### src/hdl/mspt_pkg.sv
// shared types and codes for the periodic timer bank
// no dependencies; imported by every module of the block
`default_nettype none

package mspt_pkg;

    localparam int NUM_SLOTS_DEF  = 4;
    localparam int TIME_WIDTH_DEF = 48;
    localparam int NOW_W          = 48;
    localparam int PERIOD_W       = 32;
    localparam int CFG_IDX_W      = 2;
    localparam int CFG_DATA_W     = 4;
    localparam int LIMIT_W        = 4;

    localparam logic [LIMIT_W-1:0] CATCHUP_MAX = 4'd8;

    localparam logic [2:0] REQ_INIT   = 3'd0;
    localparam logic [2:0] REQ_START  = 3'd1;
    localparam logic [2:0] REQ_STOP   = 3'd2;
    localparam logic [2:0] REQ_CHPER  = 3'd3;
    localparam logic [2:0] REQ_DEINIT = 3'd4;
    localparam logic [2:0] REQ_SOFT   = 3'd5;
    localparam logic [2:0] REQ_DRAIN  = 3'd6;

    localparam logic [1:0] ST_OK    = 2'd0;
    localparam logic [1:0] ST_INVAL = 2'd1;
    localparam logic [1:0] ST_BUSY  = 2'd2;
    localparam logic [1:0] ST_STATE = 2'd3;

    localparam logic [1:0] KIND_RESP = 2'd0;
    localparam logic [1:0] KIND_FIRE = 2'd1;
    localparam logic [1:0] KIND_OVER = 2'd2;

    localparam logic [CFG_IDX_W-1:0] CFG_CATCHUP  = 2'd0;
    localparam logic [CFG_IDX_W-1:0] CFG_REALTIME = 2'd1;

    typedef struct packed {
        logic latch;
        logic exec;
        logic drain_init;
        logic look;
        logic fire;
        logic overrun;
        logic next;
        logic respond;
    } t_dp_cmd;

    typedef struct packed {
        logic is_drain;
        logic due_active;
        logic over_limit;
        logic last_slot;
    } t_dp_stat;

endpackage

`default_nettype wire

### src/hdl/mspt_datapath.sv
// slot state, shared deadline adder, config registers and result register
// depends on mspt_pkg; driven by mspt_ctrl commands
`default_nettype none

module mspt_datapath import mspt_pkg::*; #(
    parameter int NUM_SLOTS  = NUM_SLOTS_DEF,
    parameter int TIME_WIDTH = TIME_WIDTH_DEF
) (
    input  wire logic                  i_clk,
    input  wire logic                  i_rst_n,
    input  wire t_dp_cmd               i_cmd,
    output t_dp_stat                   o_stat,
    input  wire logic [2:0]            i_req_type,
    input  wire logic [2:0]            i_slot_id,
    input  wire logic [PERIOD_W-1:0]   i_period_value,
    input  wire logic                  i_one_shot,
    input  wire logic                  i_start_at_init,
    input  wire logic [NOW_W-1:0]      i_now_time,
    input  wire logic                  i_cfg_valid,
    input  wire logic [CFG_IDX_W-1:0]  i_cfg_index,
    input  wire logic [CFG_DATA_W-1:0] i_cfg_data,
    output logic                       o_valid,
    output logic [1:0]                 o_status,
    output logic [1:0]                 o_event_kind,
    output logic [2:0]                 o_event_slot,
    output logic                       o_last
);

    localparam int SW = (NUM_SLOTS > 1) ? $clog2(NUM_SLOTS) : 1;
    localparam logic [2:0]    SLOT_CNT  = 3'(NUM_SLOTS);
    localparam logic [SW-1:0] SLOT_LAST = SW'(NUM_SLOTS - 1);

    logic [NUM_SLOTS-1:0]  r_used;
    logic [NUM_SLOTS-1:0]  r_running;
    logic [NUM_SLOTS-1:0]  r_oneshot;
    logic [PERIOD_W-1:0]   r_pending [NUM_SLOTS];
    logic [PERIOD_W-1:0]   r_period [NUM_SLOTS];
    logic [TIME_WIDTH-1:0] r_deadline [NUM_SLOTS];

    logic [LIMIT_W-1:0]    r_limit;
    logic                  r_realtime;

    logic [2:0]            r_req;
    logic [2:0]            r_sid;
    logic [PERIOD_W-1:0]   r_period_in;
    logic                  r_oneshot_in;
    logic                  r_autostart;
    logic [TIME_WIDTH-1:0] r_now;

    logic [SW-1:0]         r_ptr;
    logic [LIMIT_W-1:0]    r_fires;
    logic                  r_due;
    logic [1:0]            r_status;

    logic                  r_o_valid;
    logic [1:0]            r_o_status;
    logic [1:0]            r_o_kind;
    logic [2:0]            r_o_slot;
    logic                  r_o_last;

    logic                  sid_ok;
    logic [SW-1:0]         cur;
    logic                  is_drain;
    logic [1:0]            exec_status;
    logic                  exec_ok;
    logic                  do_adv;
    logic                  use_now;
    logic [PERIOD_W-1:0]   eff_period;
    logic [PERIOD_W-1:0]   b_sel;
    logic [TIME_WIDTH-1:0] a_sel;
    logic [TIME_WIDTH-1:0] sum;
    logic [LIMIT_W-1:0]    lim;

    assign sid_ok   = r_sid < SLOT_CNT;
    assign is_drain = r_req == REQ_DRAIN;
    assign cur      = is_drain ? r_ptr : (sid_ok ? r_sid[SW-1:0] : '0);
    assign lim      = (r_limit > CATCHUP_MAX) ? CATCHUP_MAX : r_limit;

    always_comb begin
        exec_status = ST_OK;
        unique case (r_req)
            REQ_INIT: begin
                if (!sid_ok || r_period_in == '0) exec_status = ST_INVAL;
                else if (r_used[cur])             exec_status = ST_BUSY;
            end
            REQ_START, REQ_STOP: begin
                if (!sid_ok)           exec_status = ST_INVAL;
                else if (!r_used[cur]) exec_status = ST_STATE;
            end
            REQ_CHPER: begin
                if (!sid_ok || r_period_in == '0) exec_status = ST_INVAL;
                else if (!r_used[cur])            exec_status = ST_STATE;
            end
            REQ_DEINIT: begin
                if (!sid_ok) exec_status = ST_INVAL;
            end
            REQ_SOFT: begin
                if (!sid_ok)                               exec_status = ST_INVAL;
                else if (!r_used[cur] || !r_running[cur])  exec_status = ST_STATE;
            end
            REQ_DRAIN: exec_status = ST_OK;
            default:   exec_status = ST_INVAL;
        endcase
    end

    assign exec_ok = i_cmd.exec && (exec_status == ST_OK);
    assign do_adv  = i_cmd.fire || (exec_ok && r_req == REQ_SOFT);

    // shared adder: now or deadline plus a period
    assign eff_period = (r_pending[cur] != '0) ? r_pending[cur] : r_period[cur];
    assign use_now    = i_cmd.overrun ||
                        (i_cmd.exec && (r_req == REQ_INIT || r_req == REQ_START));
    always_comb begin
        if (i_cmd.exec && r_req == REQ_INIT) b_sel = r_period_in;
        else if (use_now)                    b_sel = r_period[cur];
        else                                 b_sel = eff_period;
    end
    assign a_sel = use_now ? r_now : r_deadline[cur];
    assign sum   = a_sel + TIME_WIDTH'(b_sel);

    // control state and flags
    always_ff @(posedge i_clk) begin
        if (!i_rst_n) begin
            r_used     <= '0;
            r_running  <= '0;
            r_oneshot  <= '0;
            for (int i = 0; i < NUM_SLOTS; i++) r_pending[i] <= '0;
            r_limit    <= CATCHUP_MAX;
            r_realtime <= 1'b0;
            r_o_valid  <= 1'b0;
            r_ptr      <= '0;
            r_fires    <= '0;
        end else begin
            if (i_cfg_valid) begin
                if (i_cfg_index == CFG_CATCHUP)  r_limit    <= i_cfg_data[LIMIT_W-1:0];
                if (i_cfg_index == CFG_REALTIME) r_realtime <= i_cfg_data[0];
            end
            r_o_valid <= i_cmd.fire || i_cmd.overrun || i_cmd.respond || do_adv;
            if (i_cmd.drain_init) begin
                r_ptr   <= '0;
                r_fires <= '0;
            end
            if (i_cmd.next) begin
                r_ptr   <= r_ptr + SW'(1);
                r_fires <= '0;
            end
            if (i_cmd.fire) r_fires <= r_fires + LIMIT_W'(1);
            if (exec_ok) begin
                unique case (r_req)
                    REQ_INIT: begin
                        r_used[cur]    <= 1'b1;
                        r_running[cur] <= r_autostart;
                        r_oneshot[cur] <= r_oneshot_in;
                        r_pending[cur] <= '0;
                    end
                    REQ_START:  r_running[cur] <= 1'b1;
                    REQ_STOP:   r_running[cur] <= 1'b0;
                    REQ_CHPER:  r_pending[cur] <= r_period_in;
                    REQ_DEINIT: begin
                        r_used[cur]    <= 1'b0;
                        r_running[cur] <= 1'b0;
                        r_pending[cur] <= '0;
                    end
                    default: ;
                endcase
            end
            if (do_adv) begin
                if (r_oneshot[cur])              r_running[cur] <= 1'b0;
                else if (r_pending[cur] != '0)   r_pending[cur] <= '0;
            end
            if (i_cmd.overrun && !r_realtime) r_running[cur] <= 1'b0;
        end
    end

    // payload: request copy, periods, deadlines, result fields
    always_ff @(posedge i_clk) begin
        if (i_cmd.latch) begin
            r_req        <= i_req_type;
            r_sid        <= i_slot_id;
            r_period_in  <= i_period_value;
            r_oneshot_in <= i_one_shot;
            r_autostart  <= i_start_at_init;
            r_now        <= TIME_WIDTH'(i_now_time);
            r_status     <= ST_OK;
        end
        if (i_cmd.exec) r_status <= exec_status;
        if (exec_ok && r_req == REQ_INIT) begin
            r_period[cur]   <= r_period_in;
            r_deadline[cur] <= sum;
        end
        if (exec_ok && r_req == REQ_START) r_deadline[cur] <= sum;
        if (do_adv && !r_oneshot[cur]) begin
            r_period[cur]   <= eff_period;
            r_deadline[cur] <= sum;
        end
        if (i_cmd.overrun && r_realtime) r_deadline[cur] <= sum;
        if (i_cmd.look) r_due <= r_deadline[r_ptr] <= r_now;

        if (i_cmd.respond) begin
            r_o_status <= r_status;
            r_o_kind   <= KIND_RESP;
            r_o_slot   <= '0;
            r_o_last   <= 1'b1;
        end else begin
            r_o_status <= ST_OK;
            r_o_kind   <= i_cmd.overrun ? KIND_OVER : KIND_FIRE;
            r_o_slot   <= 3'(cur);
            r_o_last   <= 1'b0;
        end
    end

    assign o_stat.is_drain   = is_drain;
    assign o_stat.due_active = r_used[r_ptr] && r_running[r_ptr] && r_due;
    assign o_stat.over_limit = r_fires >= lim;
    assign o_stat.last_slot  = r_ptr == SLOT_LAST;

    assign o_valid      = r_o_valid;
    assign o_status     = r_o_status;
    assign o_event_kind = r_o_kind;
    assign o_event_slot = r_o_slot;
    assign o_last       = r_o_last;

endmodule

`default_nettype wire

### src/hdl/mspt_ctrl.sv
// request sequencer for the timer bank: execute, drain walk, response
// depends on mspt_pkg; commands mspt_datapath
`default_nettype none

module mspt_ctrl import mspt_pkg::*; (
    input  wire logic     i_clk,
    input  wire logic     i_rst_n,
    input  wire logic     i_start,
    input  wire t_dp_stat i_stat,
    output t_dp_cmd       o_cmd,
    output logic          o_busy
);

    localparam logic [2:0] S_IDLE = 3'd0;
    localparam logic [2:0] S_EXEC = 3'd1;
    localparam logic [2:0] S_LOOK = 3'd2;
    localparam logic [2:0] S_ACT  = 3'd3;
    localparam logic [2:0] S_RESP = 3'd4;

    logic [2:0] r_state;
    logic [2:0] n_state;

    always_comb begin
        o_cmd   = '0;
        n_state = r_state;
        unique case (r_state)
            S_IDLE: begin
                if (i_start) begin
                    o_cmd.latch = 1'b1;
                    n_state     = S_EXEC;
                end
            end
            S_EXEC: begin
                if (i_stat.is_drain) begin
                    o_cmd.drain_init = 1'b1;
                    n_state          = S_LOOK;
                end else begin
                    o_cmd.exec = 1'b1;
                    n_state    = S_RESP;
                end
            end
            S_LOOK: begin
                o_cmd.look = 1'b1;
                n_state    = S_ACT;
            end
            S_ACT: begin
                priority if (i_stat.due_active && !i_stat.over_limit) begin
                    o_cmd.fire = 1'b1;
                    n_state    = S_LOOK;
                end else begin
                    o_cmd.overrun = i_stat.due_active;
                    if (i_stat.last_slot) begin
                        n_state = S_RESP;
                    end else begin
                        o_cmd.next = 1'b1;
                        n_state    = S_LOOK;
                    end
                end
            end
            S_RESP: begin
                o_cmd.respond = 1'b1;
                n_state       = S_IDLE;
            end
            default: n_state = S_IDLE;
        endcase
    end

    always_ff @(posedge i_clk) begin
        if (!i_rst_n) begin
            r_state <= S_IDLE;
        end else begin
            r_state <= n_state;
        end
    end

    assign o_busy = r_state != S_IDLE;

endmodule

`default_nettype wire

### src/hdl/multi_slot_periodic_timer_bank_core.sv
// Timer bank with NUM_SLOTS periodic or one-shot slots, advanced by the time stamp carried
// with each request. A request is taken when i_start is high and o_busy low. Control
// requests hold o_busy through the execute and response states and give one response item
// the cycle after; a soft fire gives its fire item in the response state. A drain holds
// o_busy through execute, the slot walk and response and gives its response item the cycle
// after: each slot gets a compare state and a decision state, each fire reuses the one
// shared deadline adder before the slot is compared again, and an overrun item comes out of
// the slot's last decision state. Every item appears on the result ports for exactly one
// cycle with o_valid high and cannot be held off; the response item, with o_last set, ends
// each request. Config writes on i_cfg_* are always ready and are meant for idle periods.
// depends on mspt_pkg, mspt_ctrl, mspt_datapath
`default_nettype none

module multi_slot_periodic_timer_bank_core import mspt_pkg::*; #(
    parameter int NUM_SLOTS  = NUM_SLOTS_DEF,
    parameter int TIME_WIDTH = TIME_WIDTH_DEF
) (
    input  wire logic                  i_clk,
    input  wire logic                  i_rst_n,
    input  wire logic                  i_start,
    output logic                       o_busy,
    input  wire logic [2:0]            i_req_type,
    input  wire logic [2:0]            i_slot_id,
    input  wire logic [PERIOD_W-1:0]   i_period_value,
    input  wire logic                  i_one_shot,
    input  wire logic                  i_start_at_init,
    input  wire logic [NOW_W-1:0]      i_now_time,
    input  wire logic                  i_cfg_valid,
    output logic                       o_cfg_ready,
    input  wire logic [CFG_IDX_W-1:0]  i_cfg_index,
    input  wire logic [CFG_DATA_W-1:0] i_cfg_data,
    output logic                       o_valid,
    output logic [1:0]                 o_status,
    output logic [1:0]                 o_event_kind,
    output logic [2:0]                 o_event_slot,
    output logic                       o_last
);

    t_dp_cmd  cmd;
    t_dp_stat stat;

    assign o_cfg_ready = 1'b1;

    mspt_ctrl u_ctrl (
        .i_clk   (i_clk),
        .i_rst_n (i_rst_n),
        .i_start (i_start),
        .i_stat  (stat),
        .o_cmd   (cmd),
        .o_busy  (o_busy)
    );

    mspt_datapath #(
        .NUM_SLOTS  (NUM_SLOTS),
        .TIME_WIDTH (TIME_WIDTH)
    ) u_dp (
        .i_clk           (i_clk),
        .i_rst_n         (i_rst_n),
        .i_cmd           (cmd),
        .o_stat          (stat),
        .i_req_type      (i_req_type),
        .i_slot_id       (i_slot_id),
        .i_period_value  (i_period_value),
        .i_one_shot      (i_one_shot),
        .i_start_at_init (i_start_at_init),
        .i_now_time      (i_now_time),
        .i_cfg_valid     (i_cfg_valid & o_cfg_ready),
        .i_cfg_index     (i_cfg_index),
        .i_cfg_data      (i_cfg_data),
        .o_valid         (o_valid),
        .o_status        (o_status),
        .o_event_kind    (o_event_kind),
        .o_event_slot    (o_event_slot),
        .o_last          (o_last)
    );

    a_resp_ends: assert property (@(posedge i_clk) disable iff (!i_rst_n)
        o_valid && o_last |-> !o_busy)
        else $error("response item while request still in progress");

    a_event_mid: assert property (@(posedge i_clk) disable iff (!i_rst_n)
        o_valid && !o_last |-> o_busy)
        else $error("event item outside a request");

    a_last_kind: assert property (@(posedge i_clk) disable iff (!i_rst_n)
        o_valid |-> (o_last == (o_event_kind == KIND_RESP)))
        else $error("last flag does not match response item");

    a_event_ok: assert property (@(posedge i_clk) disable iff (!i_rst_n)
        o_valid && o_event_kind != KIND_RESP |-> o_status == ST_OK)
        else $error("event item with nonzero status");

    a_accept_busy: assert property (@(posedge i_clk) disable iff (!i_rst_n)
        i_start && !o_busy |=> o_busy && !o_valid)
        else $error("accepted request did not raise busy");

endmodule

`default_nettype wire
### config.mk
export PLATFORM = sky130hd
export DESIGN_NAME = multi_slot_periodic_timer_bank_core
export DESIGN_NICKNAME = d
export VERILOG_FILES = /design/src/hdl/mspt_pkg.sv /design/src/hdl/mspt_datapath.sv /design/src/hdl/mspt_ctrl.sv /design/src/hdl/multi_slot_periodic_timer_bank_core.sv
export SDC_FILE = /design/constraint.sdc
export NUM_CORES = 1
export LEC_CHECK = 0
export BUFFER_PORTS_ARGS = -buffer_cell sky130_fd_sc_hd__buf_2
export CAP_MARGIN = 10
export CORE_ASPECT_RATIO = 0.7
export CORE_MARGIN = 1
export CORE_UTILIZATION = 50
export CTS_BUF_LIST = sky130_fd_sc_hd__clkbuf_16
export CTS_CLUSTER_DIAMETER = 60
export CTS_CLUSTER_SIZE = 12
export DETAILED_ROUTE_END_ITERATION = 10
export GPL_TIMING_DRIVEN = 0
export HOLD_SLACK_MARGIN = 0.08
export MAX_ROUTING_LAYER = met4
export PLACE_DENSITY = 0.72
export SLEW_MARGIN = 20
export SYNTH_ARGS = -nofsm -noshare
export SYNTH_HDL_FRONTEND = slang
export SYNTH_SLANG_ARGS = --single-unit
### constraint.sdc
create_clock -name i_clk -period 8 [get_ports i_clk]
set_clock_uncertainty 0.15 [all_clocks]
set_input_delay 1.2 -clock i_clk [delete_from_list [all_inputs] [get_ports i_clk]]
set_output_delay 1.2 -clock i_clk [all_outputs]
set_load 0.01 [all_outputs]
==> metrics.csv, run 1 <==
metric,value,unit
syn_area_per_cell,11.2,sq um
clk_path_buf_depth,3,
slew_viol_final,0,
die_w,291,um
synthArstFlopShare,0,%
fin_cells,3547,
yosysSeqAreaShare,58.0,%
area_delta_synth_final,13.6,%
io_pins,109,
holdCritPathClass,register to register,
grt_max_degree,28,
post-route-min-period,7.75,ns
max_slew.worst_pin.slew,1.04,ns
portBuffers,106,
yosys_register_bits,575,
final_cell_mix,"edfxtp_1, nand2_1, nor2_1, nand3_1, buf_2",
critPathRequiredTime,8.25,ns
drt_iter0_markers,3433,
core_region_area,0.0572,sq mm
timing.final.ws_setup,0.248,ns
yosysUniqueCellTypes,85,
globalRoute.totalOverflow,0,
route.detailed.drc,0,
dr.pass1.iters,6,
cts_num_sinks,575,
drt-total-wl,94000,um
initial_utilization,51.0,%
netlist_instances,2595,
post-route-period-util,96.9,%
htreeDepth,2,
crit_path_end_kind,register,
die-area,0.0593,sq mm
dieHeight,204,um
crit_path_end,u_dp.r_deadline[3][47],
max_freq,129,MHz
grt_pass1_vias,21372,
root_buffer,clkbuf_16,
grtUsageTotal,32.6,%
path_clk_slew,0.06,ns
ys_warn_count,0,
vdd_drop_max,0.143,mV
p_leak,0.0125,uW
rows,73,
clock_latency,0.63,ns
wl_per_cell,26.5,um
crit_start,u_dp.r_req[0],
worstPathArrival,8.00,ns
ff2ff_setup_slack,0.25,ns
path_class,register to register,
viasPerCell,6.34,
setup_violations,0,
numCtsBuffers,54,
r2r_cells,25,
start_kind,register,
reg2reg_to,u_dp.r_deadline[3][47],
cts_tree,built,
max_cap_viol_count,0,
cts-hold-fix-buffers,0,
post_route_cells_drive_above_1_share,13.1,%
place_hpwl,69700,um
post-place-cells,3479,
relSlewSlack,30.7,%
outcome,completed,
antenna_found_initial,6,
layout_commonest_cell,edfxtp_1,
synth_flop_cell,edfxtp_1,
ant_nets,0,
finalSetupTns,0,ns
r2r_start,u_dp.r_req[0],
routabilityCongestion,0.994,
synth-edff-count,539,
hold_viol,0,
final_nets,2968,
dp_slack,-1.31,ns
synth_fp_nets,2780,
synth_area,0.0291,sq mm
cp_max_fo,10,
power_density,219,mW/mm^2
vias,22495,
grt_pass1_wl,139000,um
## routing by layer
metal / GRT usage [%] / vias up / part of all wire (%)
met4: 8.58 / 0 / 2.2
met1: 47.7 / 11121 / 43
met5: - / - / 0
met3: 6.98 / 130 / 12
met2: 45.9 / 1345 / 42
li1: - / 9899 / -
## how the worst min path moves through the flow
stage | start | to | slack, ns | cells past startpoint
6_report | u_dp.r_status[1] | u_dp.o_status[1] | 0.30 | 1
5_1_grt | u_dp.r_status[1] | u_dp.o_status[1] | 0.32 | 1
4_1_cts | u_dp.r_status[1] | u_dp.o_status[1] | 0.30 | 1
3_5_place_dp | u_dp.r_status[0] | u_dp.o_status[0] | 0.28 | 1
3_3_place_gp | u_dp.r_status[0] | u_dp.o_status[0] | 0.28 | 1
2_1_floorplan | u_dp.r_status[0] | u_dp.o_status[0] | 0.27 | 1
## state kept, by name, summed over array words and instances, names as in the netlist, 4 cells and up, named ones only
| signal | flops |
|---|---|
| u_dp.r_deadline | 192 |
| u_dp.r_fires | 4 |
| u_dp.r_limit | 4 |
| u_dp.r_now | 48 |
| u_dp.r_oneshot | 4 |
| u_dp.r_pending | 128 |
| u_dp.r_period | 128 |
| u_dp.r_period_in | 32 |
| u_dp.r_running | 4 |
## logic make-up (layout without fill, tap and decap cells)
group	Yosys count	count (layout)	share of synthesized area [%]
buffers and inverters	250	450	3.75
DFF	575	575	58.0
AOI/OAI and AO/OA	496	496	10.9
adders and majority gates	87	87	3.76
and+or+nand+nor	1019	1019	15.9
muxes	119	119	6.29
other	2	4	0.0258
xor gates and xnor gates	47	47	1.41
## area by class of cell
cell class | count | area [sq um]
fillers | 4649 | 24100
inverters | 100 | 375
repair buffers | 135 | 1290
plain buffers | 147 | 752
diodes | 2 | 5.00
well taps | 750 | 938
clock buffers | 56 | 1400
flip-flops and latches | 575 | 16900
multi-input cells | 1770 | 11400
clock inverters | 12 | 73.8
## synth_stat cells, types with 49 or more instances
| cell type | instances | area (sq um) |
|---|---|---|
| edfxtp_1 | 539 | 16200 |
| nand2_1 | 490 | 1840 |
| nor2_1 | 165 | 619 |
| nand3_1 | 141 | 706 |
| a21oi_1 | 131 | 656 |
| o21ai_0 | 105 | 526 |
| inv_1 | 100 | 375 |
| ha_1 | 86 | 1080 |
| clkbuf_1 | 84 | 315 |
| o211ai_1 | 75 | 563 |
| and3_1 | 56 | 350 |
| a21o_1 | 54 | 405 |
| mux2i_1 | 52 | 521 |
| and2_1 | 49 | 307 |
## repair_timing
action,in CTS,in global routing
resized for setup,17,39
buffers inserted,1,0
setup endpoints to repair,113,68
pin swaps,1,0
## metrics by stage
stage	hold WS [ns]	util, %	area [sq um]	power (uW)
2_1_floorplan	0.270	-	29100	4420
3_3_place_gp	0.278	53.5	30600	4830
3_5_place_dp	0.283	55.1	31500	4890
4_1_cts	0.298	57.8	33000	7200
5_1_grt	0.320	57.9	33100	7470
6_report	0.299	57.9	33100	7230
## worst max-delay path, cell delays in order, from the launching register on
cell and delay (ns):
edfxtp_1 0.38, buf_6 0.15, and3b_1 0.22, buf_6 0.16, mux2i_4 0.44, buf_6 0.26, buf_6 0.24, o211ai_1 0.14
a22oi_1 0.38, o2111ai_2 0.31, nor4_4 0.42, nand2b_1 0.18, buf_4 0.23, buf_4 0.22, a21oi_1 0.09, o21ai_0 0.40
ha_1 0.25, a21oi_1 0.08, a211oi_1 0.44, o211ai_1 0.23, a22oi_2 0.45, a31oi_1 0.29, o21ai_4 0.36, nand2_2 0.12
or4_1 0.60, xor2_1 0.31
## where the power goes
| group | internal [uW] | total, uW | switching, uW |
|---|---|---|---|
| clock network | 1230 | 2340 | 1110 |
| registers | 3520 | 3580 | 66.3 |
| logic | 422 | 1310 | 884 |
Note: power is estimated with default switching activity, not from simulation.
==> run 2: changes to the inputs <==
CORE_UTILIZATION = 55   (was 50)
PLACE_DENSITY = 0.77   (was 0.72)
==> metrics.csv, run 2 (synthesis gave the netlist of run 1 again) <==
metric,value,unit
portBuffers,106,
worstPathArrival,7.97,ns
crit_path_end_kind,register,
dieHeight,195,um
fin_area,0.0330,sq mm
wl_met3,12800,um
clock_latency,0.63,ns
layout_commonest_cell,edfxtp_1,
area_delta_synth_final,13.2,%
root_buffer,clkbuf_16,
cp_max_fo,19,
route.met2.wl,39100,um
grt_pass1_wl,136000,um
rows,70,
crit_chain,buf_6 > nand4b_2 > o21ai_4 > buf_6 > buf_2 > buf_2 > clkbuf_2 > nand2_1 > nand3_1 > o21ai_0 > nor2_1 > a21oi_1 > o21ai_0 > ha_1 > and3_1 > a221o_1 > a31oi_1 > o41ai_4 > a21boi_2 > nor2_1 > a32o_1 > nor4_1,
die_w,277,um
place_hpwl,67900,um
final_cell_mix,"edfxtp_1, nand2_1, nor2_1, nand3_1, buf_2",
grt_pass1_vias,21885,
max_cap_viol_count,0,
clk_path_buf_depth,3,
hold_viol,0,
initial_utilization,55.7,%
post-place-cells,3413,
drt-total-wl,92300,um
routabilityCongestion,1.02,
antenna_found_initial,3,
post-route-period-util,97.5,%
relSlewSlack,26.9,%
finalSetupTns,0,ns
grt_max_degree,28,
wl_per_cell,26.4,um
reg.largest.list,"u_dp.r_deadline (192), u_dp.r_pending (128), u_dp.r_period (128)",
cts_tree,built,
vias,22891,
max_slew.worst_pin.slew,1.10,ns
cts_num_sinks,575,
top_register,u_dp.r_deadline,
critPathRequiredTime,8.17,ns
drt_iter0_markers,3394,
die-area,0.0539,sq mm
largest_reg_flops,192,
max_freq,128,MHz
io_pins,109,
globalRoute.totalOverflow,0,
place_area,0.0314,sq mm
power_density,219,mW/mm^2
route.detailed.drc,0,
ant_nets,0,
holdCritPathClass,register to register,
slew_viol_final,0,
grtUsageTotal,35.1,%
p_leak,0.0125,uW
setup_violations,0,
viasPerCell,6.55,
cts-hold-fix-buffers,0,
path_class,register to register,
numCtsBuffers,55,
outcome,completed,
cp_slowest_cell,nor4_1,
htreeDepth,2,
whs,0.310,ns
core_region_area,0.0523,sq mm
fin_cells,3493,
start_kind,register,
highest_layer,met4,
post-route-min-period,7.80,ns
post_route_cells_drive_above_1_share,12.9,%
wl_met1,37600,um
fillerInstances,4022,
dr.pass1.iters,7,
final_nets,2968,
max_stage_delay,0.64,ns
vdd_drop_max,0.151,mV
path_clk_slew,0.06,ns
-- run 2: worst paths after layout --
path	slack, ns	end	startpoint	cells after the start
setup / recovery	0.20	u_dp.r_deadline[2][38]	u_dp.r_req[0]	22
hold / removal	0.31	u_dp.o_status[1]	u_dp.r_status[1]	1
setup reg to reg	0.20	u_dp.r_deadline[2][38]	u_dp.r_req[0]	22
hold reg to reg	0.31	u_dp.o_status[1]	u_dp.r_status[1]	1
-- run 2: stage by stage --
stage	total power (uW)	utilization (%)	setup WS (ns)
floorplan	4420	-	2.17
global placement	4820	58.4	-1.66
detailed placement	4870	60.1	-1.48
CTS	7200	63.1	0.00569
global route	7450	63.1	-0.0163
finish	7240	63.1	0.202
-- run 2: critical path: cells and delay by family, from the launching register on --
family	cells	cell delay, ns
buffers and inverters	5	1.85
flip-flops	1	0.38
AO/OA/AOI/OAI	9	2.91
AND/OR/NAND/NOR	7	1.80
adder cells (fa/ha/maj)	1	0.37
-- run 2: timing repair --
item | in CTS | in global routing
setup endpoints to repair | 100 | 72
pin swaps | 1 | 0
buffers inserted | 1 | 0
resized for setup | 16 | 20
-- run 2: report_power, final --
group | total (uW) | internal, uW | switching (uW)
Combinational | 1290 | 417 | 878
Sequential | 3590 | 3520 | 67.7
Clock | 2360 | 1250 | 1120
-- run 2: final cells by class --
| class | instances | area [sq um] | area share [%] |
|---|---|---|---|
| antenna | 1 | 2.50 | 0.00758 |
| buffer | 146 | 729 | 2.21 |
| sequential | 575 | 16900 | 51.2 |
| clock inverter | 26 | 130 | 0.394 |
| timing repair buffer | 135 | 1270 | 3.84 |
| inverter | 100 | 375 | 1.14 |
| clock buffer | 56 | 1400 | 4.25 |
| tap | 684 | 856 | 2.59 |
| multi-input combinational | 1770 | 11300 | 34.4 |
-- run 2: layer usage --
layer | GRT usage [%] | vias to the layer above
met1 | 49.1 | 11170
met3 | 10.4 | 192
met5 | - | -
met2 | 49.4 | 1634
li1 | - | 9895
met4 | 10.5 | 0
